===== src/rtl/gamepad_ascii_frame_parser_defines.svh =====
// Assertion macros used by the parser RTL.
`ifndef GAMEPAD_ASCII_FRAME_PARSER_DEFINES_SVH
`define GAMEPAD_ASCII_FRAME_PARSER_DEFINES_SVH

// Check a property on every clock edge outside reset.
`define GAFP_ASSERT(lbl, prop) \
  lbl: assert property (@(posedge clk) disable iff (!rst_n) (prop)) \
    else $error("gafp assertion failed");

// Check that a condition in one cycle implies another in the next cycle.
`define GAFP_ASSERT_NEXT(lbl, ante, cons) \
  lbl: assert property (@(posedge clk) disable iff (!rst_n) (ante) |=> (cons)) \
    else $error("gafp assertion failed");

`endif


===== src/rtl/gafp_pkg.sv =====
package gafp_pkg;

  localparam logic [7:0] CR_BYTE    = 8'h0d;
  localparam logic [7:0] LF_BYTE    = 8'h0a;
  localparam logic [7:0] SPACE_BYTE = 8'h20;
  localparam logic [7:0] TAB_BYTE   = 8'h09;
  localparam logic [7:0] PLUS_BYTE  = 8'h2b;
  localparam logic [7:0] MINUS_BYTE = 8'h2d;
  localparam logic [7:0] POINT_BYTE = 8'h2e;
  localparam logic [7:0] ZERO_BYTE  = 8'h30;
  localparam logic [7:0] NINE_BYTE  = 8'h39;

  localparam int PAYLOAD_LEN = 32;
  localparam int FIELD_LEN   = 4;
  localparam int NUM_FIELDS  = PAYLOAD_LEN / FIELD_LEN;
  localparam int GROUP_LEN   = 4;
  localparam int VALUE_W     = 21;
  localparam int MAG_W       = 20;
  localparam int IDX_W       = $clog2(PAYLOAD_LEN);
  localparam int FIELD_IDX_W = $clog2(NUM_FIELDS);
  localparam int OUT_DATA_W  = 88;

  typedef logic signed [VALUE_W-1:0] value_t;
  typedef logic [MAG_W-1:0] mag_t;

  // Whitespace as skipped before a number: space, TAB, LF, VT, FF, CR.
  function automatic logic is_space(input logic [7:0] c);
    return (c == SPACE_BYTE) || ((c >= TAB_BYTE) && (c <= CR_BYTE));
  endfunction

  // Convert one four-character field (first character in the low byte)
  // to hundredths, truncated toward zero; no digits gives zero.
  function automatic value_t conv_field(input logic [8*FIELD_LEN-1:0] f);
    mag_t       v;
    logic       neg;
    logic       pt;
    logic       any_d;
    logic       stop;
    logic       lead;
    logic [1:0] fc;
    logic [7:0] c;
    logic [3:0] d;
    v     = '0;
    neg   = 1'b0;
    pt    = 1'b0;
    any_d = 1'b0;
    stop  = 1'b0;
    lead  = 1'b1;
    fc    = '0;
    for (int k = 0; k < FIELD_LEN; k++) begin
      c = f[8*k +: 8];
      d = c[3:0];
      if (!stop) begin
        if (lead && is_space(c)) begin
          lead = 1'b1;
        end else if (lead && ((c == PLUS_BYTE) || (c == MINUS_BYTE))) begin
          neg  = (c == MINUS_BYTE);
          lead = 1'b0;
        end else begin
          lead = 1'b0;
          if ((c >= ZERO_BYTE) && (c <= NINE_BYTE)) begin
            any_d = 1'b1;
            if (!pt) begin
              v = MAG_W'(v * MAG_W'(10) + MAG_W'(d));
            end else if (fc < 2'd2) begin
              v  = (fc == 2'd0) ? MAG_W'(v + MAG_W'(d) * MAG_W'(10))
                                : MAG_W'(v + MAG_W'(d));
              fc = fc + 2'd1;
            end
          end else if ((c == POINT_BYTE) && !pt) begin
            pt = 1'b1;
            v  = MAG_W'(v * MAG_W'(100));
          end else begin
            stop = 1'b1;
          end
        end
      end
    end
    if (!any_d) begin
      v = '0;
    end else if (!pt) begin
      v = MAG_W'(v * MAG_W'(100));
    end
    return neg ? -value_t'({1'b0, v}) : value_t'({1'b0, v});
  endfunction

endpackage


===== src/rtl/gamepad_ascii_frame_parser.sv =====
// Gamepad frame parser: takes one received byte per transfer and returns a
// result for each group of four decimal fields in a CR LF framed record. A
// byte is taken every cycle while in_tready is high; a transfer passes through
// one input register and one result register. Each field is converted as its
// fourth payload byte passes, so the two emitting bytes (the LF after the
// payload and the closing CR) only select stored values. in_tready drops only
// while a result waits in the result register, out_tready is low and the held
// byte would produce another result.
`include "gamepad_ascii_frame_parser_defines.svh"

module gamepad_ascii_frame_parser (
  input  logic        clk,
  input  logic        rst_n,
  input  logic        in_tvalid,
  output logic        in_tready,
  input  logic [7:0]  in_tdata,   // [7:0] rx_byte
  output logic        out_tvalid,
  input  logic        out_tready,
  output logic [87:0] out_tdata,  // [20:0] value_a, [41:21] value_b,
                                  // [62:42] value_c, [83:63] value_d, zero pad
  output logic [0:0]  out_tuser   // [0] group
);

  localparam logic [2:0] PH_HUNT = 3'd0;
  localparam logic [2:0] PH_LF1  = 3'd1;
  localparam logic [2:0] PH_PAY  = 3'd2;
  localparam logic [2:0] PH_LF2  = 3'd3;
  localparam logic [2:0] PH_WAIT = 3'd4;

  localparam int IDX_W = gafp_pkg::IDX_W;
  localparam int FW    = 8 * gafp_pkg::FIELD_LEN;

  // Input stage
  logic             s1_valid_r;
  logic [7:0]       s1_byte_r;

  // Frame state
  logic [2:0]       phase_r, phase_nxt;
  logic [IDX_W-1:0] idx_r, idx_nxt;
  logic [FW-9:0]    buf_r;
  gafp_pkg::value_t val_r [gafp_pkg::NUM_FIELDS];

  // Result stage
  logic             out_valid_r;
  logic             out_group_r;
  gafp_pkg::value_t out_val_r [gafp_pkg::GROUP_LEN];

  logic             emit;
  logic             emit_grp;
  logic             adv;
  logic             conv_we;
  gafp_pkg::value_t conv_val;

  // Decide what the held byte does
  assign emit     = ((phase_r == PH_LF2) && (s1_byte_r == gafp_pkg::LF_BYTE)) ||
                    ((phase_r == PH_WAIT) && (s1_byte_r == gafp_pkg::CR_BYTE));
  assign emit_grp = (phase_r == PH_WAIT);
  assign adv      = s1_valid_r && (!emit || !out_valid_r || out_tready);
  assign in_tready = !s1_valid_r || adv;

  assign conv_we  = adv && (phase_r == PH_PAY) && (idx_r[1:0] == 2'd3);
  assign conv_val = gafp_pkg::conv_field({s1_byte_r, buf_r});

  // Next frame phase and payload count
  always_comb begin
    phase_nxt = phase_r;
    idx_nxt   = idx_r;
    case (phase_r)
      PH_HUNT: begin
        phase_nxt = (s1_byte_r == gafp_pkg::CR_BYTE) ? PH_LF1 : PH_HUNT;
      end
      PH_LF1: begin
        if (s1_byte_r == gafp_pkg::LF_BYTE) begin
          idx_nxt   = '0;
          phase_nxt = PH_PAY;
        end else if (s1_byte_r != gafp_pkg::CR_BYTE) begin
          phase_nxt = PH_HUNT;
        end
      end
      PH_PAY: begin
        idx_nxt = IDX_W'(idx_r + 1'b1);
        if (idx_r == IDX_W'(gafp_pkg::PAYLOAD_LEN - 1)) begin
          phase_nxt = PH_LF2;
        end
      end
      PH_LF2: begin
        phase_nxt = (s1_byte_r == gafp_pkg::LF_BYTE) ? PH_WAIT : PH_HUNT;
      end
      PH_WAIT: begin
        if (s1_byte_r == gafp_pkg::CR_BYTE) begin
          phase_nxt = PH_HUNT;
        end
      end
      default: begin
        phase_nxt = PH_HUNT;
      end
    endcase
  end

  // Control registers
  always_ff @(posedge clk) begin
    if (!rst_n) begin
      s1_valid_r  <= 1'b0;
      phase_r     <= PH_HUNT;
      idx_r       <= '0;
      out_valid_r <= 1'b0;
    end else begin
      if (in_tready) begin
        s1_valid_r <= in_tvalid;
      end
      if (adv) begin
        phase_r <= phase_nxt;
        idx_r   <= idx_nxt;
      end
      if (adv && emit) begin
        out_valid_r <= 1'b1;
      end else if (out_tready) begin
        out_valid_r <= 1'b0;
      end
    end
  end

  // Hold the accepted byte
  always_ff @(posedge clk) begin
    if (in_tready && in_tvalid) begin
      s1_byte_r <= in_tdata;
    end
  end

  // Shift payload bytes in and store each converted field
  always_ff @(posedge clk) begin
    if (adv && (phase_r == PH_PAY)) begin
      buf_r <= {s1_byte_r, buf_r[FW-9:8]};
    end
    if (conv_we) begin
      val_r[idx_r[IDX_W-1:2]] <= conv_val;
    end
  end

  // Load the result register
  always_ff @(posedge clk) begin
    if (adv && emit) begin
      out_group_r <= emit_grp;
      for (int j = 0; j < gafp_pkg::GROUP_LEN; j++) begin
        out_val_r[j] <= emit_grp ? val_r[gafp_pkg::GROUP_LEN + j] : val_r[j];
      end
    end
  end

  assign out_tvalid = out_valid_r;
  assign out_tuser  = out_group_r;
  assign out_tdata  = {4'b0, out_val_r[3], out_val_r[2], out_val_r[1], out_val_r[0]};

  `GAFP_ASSERT(a_ready_low_holds, !in_tready |-> s1_valid_r)
  `GAFP_ASSERT_NEXT(a_emit_loads, adv && emit, out_valid_r)
  `GAFP_ASSERT_NEXT(a_grp1_ends_frame, adv && emit && emit_grp, phase_r == PH_HUNT)
  `GAFP_ASSERT(a_idx_idle_zero, (phase_r != PH_PAY) |-> (idx_r == '0))

endmodule

===== config.mk =====
export PLATFORM = sky130hd
export DESIGN_NAME = gamepad_ascii_frame_parser
export DESIGN_NICKNAME = d
export VERILOG_FILES = /design/src/rtl/gafp_pkg.sv /design/src/rtl/gamepad_ascii_frame_parser.sv
export VERILOG_INCLUDE_DIRS = /design/src /design/src/rtl
export SDC_FILE = /design/constraint.sdc
export NUM_CORES = 1
export LEC_CHECK = 0
export BUFFER_PORTS_ARGS = -buffer_cell sky130_fd_sc_hd__buf_2
export CORE_MARGIN = 2
export CORE_UTILIZATION = 60
export DETAILED_ROUTE_END_ITERATION = 8
export GPL_TIMING_DRIVEN = 1
export PLACE_DENSITY = 0.78
export REMOVE_ABC_BUFFERS = 1
export SLEW_MARGIN = 20
export SYNTH_ARGS = -nofsm -noshare
export SYNTH_HDL_FRONTEND = slang
export SYNTH_SLANG_ARGS = --single-unit

===== constraint.sdc =====
create_clock -name clk -period 15.3 [get_ports clk]
set_input_delay 1.53 -clock clk [delete_from_list [all_inputs] [get_ports clk]]
set_output_delay 1.53 -clock clk [all_outputs]
set_load 0.01 [all_outputs]

# Yosys cells after proc, flatten, opt, wreduce, memory -nomap -nowiden
# Memory sizes are Yosys's and may differ from the RTL's.
# Index checks and enable logic that the tools add are counted.
# classes
addsub	11
n_mul	10
div_mod_pow	0
order_cmp	18
n_eq_ne	29
n_shift	0
muxes	122
bitwise_logic	0
n_reduce_logical	49
# ops
operator	n
20-bit 2-to-1 mux	25
8-bit by 6-bit equality test with 1-bit output, second input constant	16
21-bit 2-to-1 mux	5
20-bit by 4-bit adder with 20-bit output	5
20-bit by 5-bit multiplier with 18-bit output, second input constant	4
1-bit 2-to-1 mux	76
20-bit by 8-bit adder with 20-bit output	3
20-bit by 3-bit multiplier with 19-bit output, second input constant	3
8-bit by 4-bit >= comparator with 1-bit output, second input constant	4
8-bit by 6-bit >= comparator with 1-bit output, second input constant	4
8-bit by 4-bit less-or-equal comparator with 1-bit output, second input constant	4
8-bit by 6-bit less-or-equal comparator with 1-bit output, second input constant	4
1-bit logical AND	24
4-bit by 3-bit multiplier with 7-bit output, second input constant	3
20-bit negator with 21-bit output	1
8-bit by 4-bit equality test with 1-bit output, second input constant	2
3-bit 2-to-1 mux	5
3-bit one-hot mux with 5 select lines	1
1-bit logical OR	12
2-bit 2-to-1 mux	6
5-bit one-hot mux with 2 select lines	1
4-bit 2-to-1 mux	2
8-bit by 4-bit inequality test with 1-bit output, second input constant	1
3-bit by 2-bit equality test with 1-bit output, second input constant	2
other kinds (17)	26
# word_totals
regBits	43
latchBits	0
mem_bits_rw	252
romBits	0
input_bits	12
out_inout_bits	91
elab_cells	248
mem_count	2
# memory_table
name	depth	word_bits	read_ports	rd_ports_with_merged_regs	wr	line	source
val_r	8	21	8	0	1	gamepad_ascii_frame_parser.sv:41	gafp_pkg::value_t val_r [gafp_pkg::NUM_FIELDS];
out_val_r	4	21	4	0	4	gamepad_ascii_frame_parser.sv:46	gafp_pkg::value_t out_val_r [gafp_pkg::GROUP_LEN];

# Depth between registers and ports, before layout
# Gate-level depths: netlist (run 1).
# depth
ltp_word	33
ltp_mapped	52
mapped_depth_nobuf	50

# Least setup slack after synthesis (run 1)
# No wires, ideal clock.
# synth_timing
path_kind	reg2reg
startpoint	reg buf_r[7]
endpoint	mem val_r[0][20] in the netlist's numbering (data pin)
arrival_time_ps	11371
path_slack_ps	3601
stages_incl_launch_ff	49
n_path_buf	2
path_cell_list	edfxtp_1 -> and4bb_2 -> nor2b_1 -> nand2_1 -> inv_1 -> ha_1 -> ha_1 -> fa_1 -> nand2_1 -> nor3_1 -> xnor2_1 -> o211a_1 -> or3_1 -> clkbuf_1 -> inv_1 -> ha_1 -> ha_1 -> o21ai_0 -> (+13 left out) -> a21oi_1 -> a31oi_1 -> nor2_1 -> a221o_1 -> ha_1 -> ha_1 -> fa_1 -> ha_1 -> o21ai_0 -> o21ai_0 -> o21ai_0 -> a21oi_1 -> a21o_1 -> a21oi_1 -> xnor3_1 -> xnor2_1 -> a22oi_1 -> a41oi_1
# synth_between
elab_chain_cells	33
# synth_lines
item	line	source
start: declaration	gamepad_ascii_frame_parser.sv:40	logic [FW-9:0] buf_r;
start signal: assignment	gamepad_ascii_frame_parser.sv:133	buf_r <= {s1_byte_r, buf_r[FW-9:8]};
branches (longest 32 deep; another with 20-bit by 3-bit multiplier with 19-bit output)	-	
21-bit 2-to-1 mux *	gafp_pkg.sv:84	return neg ? -value_t'({1'b0, v}) : value_t'({1'b0, v});
net conv_val[20]	gamepad_ascii_frame_parser.sv:52	gafp_pkg::value_t conv_val;
end: declaration	gamepad_ascii_frame_parser.sv:41	
# Mark *: on every way through the listed nets, which the timed path passes.

# Worst setup path in the final report (run 1)
# layout_timing
startpoint	reg buf_r[6]
endpoint	mem val_r[4][19] in the netlist's numbering (data pin)
# The elaborated chain is that of the path after synthesis.

==> run summary, run 1 <==
Post-synth top area share - 38.5%
CTS Buffer Depth - 3
Final count of negative-setup-slack endpoints - 0
Slew Viols, Final - 0
Arr. time, crit path - 13.46 ns
Worst Slack Setup Final - 2.05 ns
Power Internal - 1160 uW
Rows - 70
Clk_skew - 0.0224 ns
PwrDens - 59.7 mW/mm^2
Pre-antenna DRT Iters - 9
Tightest Pin Transition - 1.06 ns
Fin Setup TNS - 0 ns
Critical Path RT - 15.51 ns
FF+latch count, synth - 295
DP Wirelength - 48.5 mm
Critical path's slowest cell - or4b_2
GRT met1 Usage - 43.5%
Hold Crit Class - reg2reg
Crit. End Element - flop
Die width - 197 um
Net Sw Frac - 19.2%
CP max stage delay - 0.69 ns
M3 GR Usage - 3.10%
Count leader, synth - edfxtp_1
Post-CTS sizing - 0
Startpoint Class - flop
Static Leak - 0.00978 uW
Cells after synthesis - 2078
Mean area per synthesized cell - 10.7 um^2
Synth area leader - edfxtp_1
Sequential cell area fraction in the yosys report - 39.4%
Clk sinks - 295
Max rail drop VDD - 0.0000805 V
Vias in the first global route - 16900
DRT Wirelength - 62.5 mm
Critical Path Fanout Max - 9
Dominant cells by area after synthesis - edfxtp_1, ha_1, mux2_2
Tmin final - 13.25 ns
Chip Height - 197 um
Total global routing overflow - 0
Largest net degree at the start of global routing - 86
Via Count - 17400
Most used DFF post-synth - edfxtp_1
Most frequent cells after synthesis - edfxtp_1, ha_1, nor2_1, a21oi_1, inv_1
Total GRT Usage - 32.2%
WL/cell - 23.4 um
Final ANT Viol Nets - 0
Relative slew slack - 29.2%
I/O Buffers - 98
First-pass GRT wire length - 97.0 mm
Number of flops mapped to enable cells by yosys - 285
Async S/R FF share, synth - 0%
Combinational power share - 2.2%
RSZ-0062 raised after global routing - no
IO Pins - 103
Total die area - 0.0386 mm^2
Most Used Layer, Global Route - met2
Initial antenna violation count - 1
Root Buffer - clkbuf_16
H-tree depth - 1
Post-layout util - 66.0%
Final period util - 86.6%
Fmax - 75.5 MHz
DRC viols - 0
Area grow syn2layout - 8.41%
Post-synth cell types - 108
Status - completed
Nets - 2485
Hold Violations, Final - 0
Cells after DPL - 2632
Non-filler instance count after layout - 2674
Sequential power share - 61.0%
Post-Syn Area - 0.0222 mm^2
Pre-CTS setup slack - 2.25 ns
Gpl congestion - 1.02
Layout cells sized above 1 - 14.5%
Pwr Total - 1440 uW
Placeable Area - 0.0365 mm^2
CTS tree - yes
Clock share of power - 36.8%
Worst-skew pair later-pin latency - 0.52 ns
Top cell by count, worst path - ha_1
Switching power total - 276 uW
Detailed Route Iter0 Violations - 1735
Reg clk slew, reported paths - 0.07 ns
Met2 usage - 55.0%
Fillers - 2793
Initial Utilization - 60.9%
Yosys warns - 0
Vias/cell - 6.49
Critical path start-end classification - reg2reg
TritonCTS Buffers - 23
# Post-CTS Setup Buffers - 0
# hold bufs at CTS - 0
# Max-Cap Violations - 0
==> flip-flops by register name (all words and copies together), names as in the netlist <==
signal,flops
buf_r,24
idx_r,5
out_tuser,1
out_tvalid,1
out_val_r,84
phase_r,3
s1_byte_r,8
s1_valid_r,1
val_r,168
==> worst paths after layout <==
| check | to | from | slack, ns | cells past startpoint |
|---|---|---|---|---|
| max | val_r[4][19] | buf_r[6] | 2.05 | 48 |
| min | buf_r[14] | buf_r[22] | 0.50 | 0 |
| max reg2reg | val_r[4][19] | buf_r[6] | 2.05 | 48 |
| min reg2reg | buf_r[14] | buf_r[22] | 0.50 | 0 |
==> critical path, delay by kind of cell (launching register included) <==
kind	cells	cell delay (ns)
compound gates	10	2.20
simple gates	16	4.07
flops	1	0.44
buf+inv	5	0.74
xor+xnor	6	1.67
fa+ha+maj	11	3.77
==> per-layer routing <==
layer / vias to the layer above / share of wire [%]
li1: 8075 / -
met1: 8409 / 43
met2: 745 / 48
met3: 131 / 6.7
met4: 0 / 3.2
met5: - / 0
==> kinds of logic (layout without fill, tap and decap cells) <==
family          after synthesis  count (layout)  share of synthesized area [%]
flops                       295             295                           39.4
compound gates              511             511                           15.8
buf+inv                     168             292                           2.99
other cells                   1               5                         0.0169
simple gates                587             587                           14.0
fa+ha+maj                   283             283                           17.4
xor+xnor                    135             135                           5.41
mux                          98              98                           4.93
==> power groups by stage <==
stage / sequential [uW] / combinational [uW] / clock [uW]
5_1_grt: 878 / 33.6 / 561
3_5_place_dp: 896 / 30.1 / 0
4_1_cts: 878 / 30.5 / 539
6_report: 878 / 31.3 / 529
2_1_floorplan: 894 / 20.3 / 0
3_3_place_gp: 896 / 29.7 / 0
==> cell type report <==
| type | count | area [um^2] | share of cell area, % |
|---|---|---|---|
| Timing Repair Buffer | 134 | 781 | 3.24 |
| Antenna cell | 1 | 2.50 | 0.0104 |
| Multi-Input combinational cell | 1618 | 12900 | 53.4 |
| Tap cell | 468 | 586 | 2.43 |
| Inverter | 118 | 443 | 1.84 |
| Clock inverter | 12 | 58.8 | 0.244 |
| Sequential cell | 295 | 8760 | 36.3 |
| Clock buffer | 28 | 594 | 2.47 |
==> layout by cell type, fill, tap and decap left out, types with 12 or more instances in the layout <==
| cell | n |
|---|---|
| o21ai_1 | 14 |
| nor3b_1 | 12 |
| nand4_1 | 17 |
| mux2_2 | 87 |
| o22ai_1 | 15 |
| a211oi_1 | 18 |
| or2_2 | 12 |
| clkbuf_16 | 23 |
| inv_1 | 117 |
| nand2_1 | 115 |
| o211ai_1 | 22 |
| xor2_1 | 48 |
| a21oi_1 | 117 |
| nor4_1 | 13 |
| xnor2_1 | 85 |
| buf_4 | 35 |
| nand3_1 | 36 |
| nor2b_1 | 45 |
| fa_1 | 45 |
| edfxtp_1 | 285 |
| buf_2 | 98 |
| nand2b_1 | 25 |
| nor3_1 | 43 |
| a31oi_1 | 22 |
| o21a_1 | 17 |
| o21ai_0 | 92 |
| or3_1 | 16 |
| a22oi_1 | 17 |
| and2_1 | 17 |
| a21o_1 | 30 |
| and3_1 | 17 |
| nor2_1 | 144 |
| ha_1 | 238 |
==> per-stage QoR <==
stage / cell area, um^2 / hold WS (ns)
2_1_floorplan: 22000 / 0.452
3_3_place_gp: 23400 / 0.472
3_5_place_dp: 23400 / 0.485
4_1_cts: 24100 / 0.501
5_1_grt: 24100 / 0.511
6_report: 24100 / 0.499
Note: power is estimated with default switching activity, not from simulation.
==> inputs of run 2 (changes only) <==
Settings changed: CORE_ASPECT_RATIO set to 0.6, CORE_MARGIN 2 to 1.5.
Clock period 15.3 ns to 14 ns, I/O delays scaled along.
==> run 2 against run 1 <==
Effect of this change: count of clock-buffer cells in the layout up 9; critical path depth unchanged; sequential share of layout area down 0.33 points; register-to-register slack worse by 1.3 ns.
==> run summary, run 2 (same netlist as run 1, synthesis figures left out) <==
Largest register FFs - 168
Total global routing overflow - 0
PwrDens - 68.8 mW/mm^2
Fin Setup TNS - 0 ns
Pre-antenna DRT Iters - 6
Initial antenna violation count - 0
Relative slew slack - 22.0%
Worst-skew pair later-pin latency - 0.55 ns
Hold Crit Start - buf_r[23]
Switching power total - 329 uW
Sequential power share - 57.4%
Reg clk slew, reported paths - 0.06 ns
Antenna fix cells - 0
Die width - 252 um
Vias in the first global route - 17000
Top cell by count, worst path - ha_1
First-pass GRT wire length - 103 mm
Clk_skew - 0.0106 ns
Critical path's slowest cell - a41oi_1
CP max stage delay - 0.83 ns
Tmin final - 13.27 ns
Crit. End Element - flop
WL/cell - 25.0 um
Net Sw Frac - 19.7%
Post-CTS sizing - 0
Pwr Total - 1670 uW
Critical R2R Launch - buf_r[7]
Combinational power share - 2.1%
DP Wirelength - 52.5 mm
Final ANT Viol Nets - 0
Startpoint Class - flop
Nets - 2498
Gpl congestion - 1.05
Static Leak - 0.00990 uW
CTS Buffer Depth - 3
Chip Height - 152 um
Power Internal - 1340 uW
Fmax - 75.3 MHz
Placeable Area - 0.0364 mm^2
# hold bufs at CTS - 0
Via Count - 18000
IO Pins - 103
Max rail drop VDD - 0.000106 V
Total die area - 0.0383 mm^2
Detailed Route Iter0 Violations - 2252
Final count of negative-setup-slack endpoints - 0
Root Buffer - clkbuf_16
Rows - 54
Layout cells sized above 1 - 15.2%
Area of the multi-input gates - 0.0129 mm^2
Initial Utilization - 61.1%
# Post-CTS Setup Buffers - 0
Largest net degree at the start of global routing - 65
Total GRT Usage - 35.3%
Vias/cell - 6.66
Most frequent cells in the layout - edfxtp_1, ha_1, nor2_1, inv_1, a21oi_1
Area grow syn2layout - 9.40%
CTS tree - yes
Critical Path RT - 14.21 ns
Register Area - 0.00876 mm^2
# Max-Cap Violations - 0
DRT Wirelength - 67.5 mm
Slew Viols, Final - 0
Arr. time, crit path - 13.48 ns
RSZ-0062 raised after global routing - no
Final period util - 94.8%
Critical Path Fanout Max - 9
Clock share of power - 40.5%
DRC viols - 0
Tightest Pin Transition - 1.16 ns
Status - completed
Commonest non-fill, non-tap cell in the layout - edfxtp_1
Crit. Startpoint - buf_r[7]
H-tree depth - 1
Clk sinks - 295
Fillers - 2731
Critical path start-end classification - reg2reg
I/O Buffers - 98
TritonCTS Buffers - 25
Hold Violations, Final - 0
Hold Crit Class - reg2reg
## run 2: per-stage QoR
| stage | util (%) | area (um^2) | worst slack (ns) | hold slack, ns | cells |
|---|---|---|---|---|---|
| after floorplan | - | 22000 | 2.36 | 0.452 | 2031 |
| after global placement | 64.6 | 23500 | 1.36 | 0.465 | 2652 |
| after detailed placement | 64.6 | 23500 | 1.03 | 0.460 | 2652 |
| after CTS | 66.8 | 24300 | 0.947 | 0.499 | 2697 |
| after global routing | 66.8 | 24300 | 0.0350 | 0.513 | 2697 |
| final | 66.8 | 24300 | 0.726 | 0.495 | 2697 |
## run 2: worst max-delay path: cells and delay by family (launching register included)
kind	cells	cell delay [ns]
compound gates	14	3.39
buf+inv	6	0.86
flops	1	0.45
fa+ha+maj	11	3.64
xor+xnor	5	1.07
simple gates	12	3.49
## run 2: routing by layer
layer / vias up / share of wire, % / global-route usage [%]
met5: - / 0 / 0.745
met3: 96 / 14 / 13.3
li1: 8115 / - / -
met4: 0 / 1.5 / 5.39
met1: 8735 / 47 / 55.5
met2: 1028 / 38 / 46.1
## run 2: path summary, 6_finish.rpt
| kind | endpoint | slack [ns] | depth (start not counted) |
|---|---|---|---|
| worst max-delay path | val_r[7][20] | 0.73 | 48 |
| worst min-delay path | buf_r[15] | 0.50 | 0 |
| worst max register to register | val_r[7][20] | 0.73 | 48 |
| worst min register to register | buf_r[15] | 0.50 | 0 |
## run 2: power by group through the flow
| stage | clock network [uW] | registers [uW] | logic, uW |
|---|---|---|---|
| after global placement | 0 | 979 | 31.7 |
| after global routing | 718 | 960 | 37.2 |
| after CTS | 684 | 960 | 32.9 |
| after detailed placement | 0 | 979 | 32.7 |
| after floorplan | 0 | 977 | 22.1 |
| final | 678 | 960 | 34.4 |
## run 2: area by class of cell
cell class | instances | area share (%)
flip-flops and latches | 295 | 36.0
well taps | 476 | 2.45
inverters | 118 | 1.82
clock inverters | 8 | 0.350
clock buffers | 37 | 2.93
multi-input cells | 1618 | 53.0
repair buffers | 145 | 3.47
